--- src/binary_lifting_lca_top_macros.svh ---
// Assertion helpers for the binary lifting LCA block.
// Both macros check on the rising edge of clk and are idle while rst is high.
`ifndef BINARY_LIFTING_LCA_TOP_MACROS_SVH
`define BINARY_LIFTING_LCA_TOP_MACROS_SVH

`ifndef SYNTHESIS
// Same-cycle implication
`define BLCA_ASSERT_NOW(label, ante, cons, msg) \
  label: assert property (@(posedge clk) disable iff (rst) (ante) |-> (cons)) \
    else $error(msg);
// Next-cycle implication
`define BLCA_ASSERT_NEXT(label, ante, cons, msg) \
  label: assert property (@(posedge clk) disable iff (rst) (ante) |=> (cons)) \
    else $error(msg);
`else
`define BLCA_ASSERT_NOW(label, ante, cons, msg)
`define BLCA_ASSERT_NEXT(label, ante, cons, msg)
`endif

`endif

--- src/blca_ram.sv ---
`default_nettype none

module blca_ram #(
  parameter int WIDTH = 8,
  parameter int DEPTH = 16
) (
  input  wire logic                     clk,
  input  wire logic                     we,
  input  wire logic [$clog2(DEPTH)-1:0] waddr,
  input  wire logic [WIDTH-1:0]         wdata,
  input  wire logic [$clog2(DEPTH)-1:0] raddr0,
  output logic      [WIDTH-1:0]         rdata0,
  input  wire logic [$clog2(DEPTH)-1:0] raddr1,
  output logic      [WIDTH-1:0]         rdata1
);

  logic [WIDTH-1:0] mem [DEPTH];

  // One write port, two registered read ports
  always_ff @(posedge clk) begin
    if (we) begin
      mem[waddr] <= wdata;
    end
    rdata0 <= mem[raddr0];
    rdata1 <= mem[raddr1];
  end

endmodule

`default_nettype wire

--- config.mk ---
export PLATFORM = sky130hd
export DESIGN_NAME = blca_ram
export DESIGN_NICKNAME = d
export VERILOG_FILES = /design/src/binary_lifting_lca_top_macros.svh /design/src/blca_ram.sv
export SDC_FILE = /design/constraint.sdc
export NUM_CORES = 1
export LEC_CHECK = 0
export BUFFER_PORTS_ARGS = -buffer_cell sky130_fd_sc_hd__buf_2
export CAP_MARGIN = 10
export CORE_MARGIN = 5
export CORE_UTILIZATION = 48
export DETAILED_ROUTE_END_ITERATION = 8
export PLACE_DENSITY = 0.65
export SYNTH_ARGS = -nofsm -noshare
export SYNTH_HDL_FRONTEND = slang
export SYNTH_SLANG_ARGS = --single-unit
--- constraint.sdc ---
create_clock -name clk -period 2.3 [get_ports clk]
set_clock_uncertainty 0.05 [all_clocks]
set_input_delay 0.115 -clock clk [delete_from_list [all_inputs] [get_ports clk]]
set_output_delay 0.115 -clock clk [all_outputs]
set_load 0.02 [all_outputs]
# --- Word level (Yosys, flattened, before mapping) ---
# Memory sizes are Yosys's and may differ from the RTL's. A register that Yosys moved wholly into a read port is not among the register bits.
# Cells that the tools add are included.
totals:
  memories: 1
  regBits: 0
  latch_bits: 0
  rom_bits: 0
  input_bits: 22
  ram_bits: 128
  elab_cells: 3
op_classes:
  mux: 2
  magnitude_cmp: 0
  shifts: 0
  n_eq_ne: 0
  n_addsub: 0
  n_bitwise: 0
  mul: 0
  n_reduce_logical: 0
  div: 0
mem_list:
  columns: ["name", "words", "width", "read_ports", "rd_clocked_by_memory_dff", "wr", "line", "rtl"]
  rows:
  - ["mem", 16, 8, 2, 2, 1, "blca_ram.sv:17", "logic [WIDTH-1:0] mem [DEPTH];"]
ops:
  columns: ["op", "n"]
  rows:
  - ["1-bit two-way mux", 2]

# --- Logic depth before layout (Yosys ltp) ---
depth:
  ltp_word: 2
  mapped_depth: 5
  depth_no_buf: 3

# --- Worst setup path before layout ---
# No wires, ideal clock.
synth_timing:
  path_kind: "input to register"
  start: "input port waddr[2]"
  end: "memory mem[0][0], enable pin"
  n_path_buf: 0
  slack_ns: 0.642
  setup_time_ns: 0.383
  required_time_ns: 1.867
  t_arrival_ns: 1.225
  path_stages: 2
  path_cell_list: "or3b_2 > nor3_1"
synth_rtl:
  columns: ["item", "line", "rtl"]
  rows:
  - ["from (decl)", "blca_ram.sv:9", "input wire logic [$clog2(DEPTH)-1:0] waddr,"]
  - ["to (decl)", "blca_ram.sv:17", null]
# Straight into the memory's write port.

==> metrics.cfg <==
[run_status]
outcome=completed

[sta]
setup_tns_ns=0
whs_ns=0.0264
hold_violations=0
setup_viol=0
slew_headroom_pct=45.1
worst_pin_slew_ns=0.821
rsz0062_at_grt=false
fmax_mhz=646
report.final.slew_viol_count=0
finalCriticalPeriod_ns=1.55
fin_crit_sh_pct=67.3

[floorplan]
num_rows=42
ios=38
start_util_pct=48.5
core_sq_um=13100
die_h_um=125
die-area_sq_um=15600
die_w_um=125

[clock_tree]
clkLatencyLatePin_ns=0.42
root_buffer=clkbuf_16
htreeDepth=4
clk_path_buf_depth=2
cts_resized=0
cts_buffers=17
cts.sinks=144
cts_setup_buffers=0
cts_tree=yes
postCtsHoldBufs=0
path_clk_slew_ns=0.06

[worst_setup_path]
crit_arrival_ns=1.80
crit_fanout=2
critPathCaptureType=flip-flop
cp_top_family=multiplexers
startpoint_type=flip-flop
cpMaxStageDelayCell=mux4_4
cp.required_ns=2.55
cp.buffers_inverters=0
path_cells=mux4_4 -> a22oi_1 -> nand2_1
critPathMaxStageDelay_ns=0.60
crit_type=flip-flop to flip-flop

[finish]
layout_common_cells=128 x edfxtp_1, 37 x buf_2, 34 x mux4_2, 32 x a22oi_1, 28 x mux4_1
final_util_pct=56.9
fillers=966
final_nets=390
area_growth_pct=17.4
layout_commonest_cell=edfxtp_1
final_layout_size_suffix_gt1_share_pct=33.9
num_antenna_cells=0

[detailed_routing]
drc=0
viasPerCell=6.11
drt-total-wl_um=14100
avgRoutedWirePerCell_um=25.2
vias=3406
drtPass1Iterations=5
ant_nets=0
drt_iter0_markers=303

[synthesis]
synth_seq_area_share_pct=65.6
yosysUniqueCellTypes=20
syn_avg_cell_area_sq_um=20.7
synth_cells=307
synthFlopType=edfxtp_1
ys_ff_latch=144
async_flop_share_pct=0
yosys_warnings=0
synth_nets=329
synth_edf_count=128
syn-cell-area_sq_um=6350

[grt]
grt_pass1_vias=3513
grt_pass1_wl_um=21300
antenna_found_initial=0
grt_max_degree=33
overflow=0
grt_use_total_pct=18.7

[placement]
portBuffers=37
place_congestion=0.731
dp_hpwl_um=9150

[hold_path]
hold_path.class=primary input to flip-flop

[power_and_ir_drop]
vdd_drop_max_mv=0.507
p_per_area_nw_per_um2=860
p_leak_nw=2.61

[flow_run]
drv_cap=0

[through the flow]
step           std cells  instance area [sq um]  setup WS (ns)  power [mW]
3_3_place_gp         525                   6800          0.525        3.48
2_1_floorplan        307                   6350          0.642        3.31
4_1_cts              557                   7450          0.741        6.44
5_1_grt              557                   7450          0.751        6.60
3_5_place_dp         525                   6800          0.511        3.49
6_report             557                   7450          0.752        6.40
[worst paths after layout]
kind / from / end / slack [ns] / cells after the start
worst min register to register: mem[14][0]$_DFFE_PP_ / rdata0[0]$_DFF_P_ / 0.65 / 3
worst max register to register: mem[0][0]$_DFFE_PP_ / rdata0[0]$_DFF_P_ / 0.75 / 3
worst min-delay path: wdata[7] / mem[2][7]$_DFFE_PP_ / 0.03 / 1
worst max-delay path: mem[0][0]$_DFFE_PP_ / rdata0[0]$_DFF_P_ / 0.75 / 3
[synth_stat cells (4+ instances only)]
cell	n	share of area, %
buf_6	6	1.1
nand2_1	17	1.0
edfxtp_1	128	61
buf_2	6	0.47
clkdlybuf4s25_2	6	0.95
mux4_1	28	12
nor3_1	4	0.32
a22oi_1	32	3.8
nor2_1	14	0.83
mux4_2	34	12
dfxtp_1	16	5.0
[area by class of cell]
| class | count | area [sq um] | share of cell area (%) |
|---|---|---|---|
| flip-flops and latches | 144 | 4160 | 55.9 |
| multi-input cells | 143 | 2010 | 27.0 |
| clock buffers | 20 | 457 | 6.13 |
| repair buffers | 62 | 410 | 5.51 |
| well taps | 176 | 220 | 2.96 |
| clock inverters | 12 | 189 | 2.54 |
[power by group]
| part | switching [mW] | internal [mW] | total, mW |
|---|---|---|---|
| clock network | 1.00 | 1.97 | 2.97 |
| logic | 0.267 | 0.208 | 0.475 |
| registers | 0.0302 | 2.93 | 2.96 |
| total | 1.30 | 5.10 | 6.40 |
[flip-flops by register name, indices dropped and copies added (netlist names)]
register  cells
mem         128
rdata1        8
rdata0        8
[routing by layer]
layer	global-route usage, %	vias to the layer above	routed length, um	part of all wire (%)
met3	4.48	16	755	5.4
met2	30.1	110	7080	50
met5	0	-	0	0
met1	25.5	1818	6020	43
met4	6.12	0	195	1.4
li1	-	1462	-	-
[kinds of logic (layout without fill, tap and decap cells)]
family	count (synthesis)	in the layout	share of synthesized area, %
AOI/OAI and AO/OA	32	32	3.79
buffers and inverters	20	94	2.72
DFF	144	144	65.6
muxes	64	64	24.4
and+or+nand+nor	47	47	3.43
No activity file was read; power rests on OpenSTA's default activity.
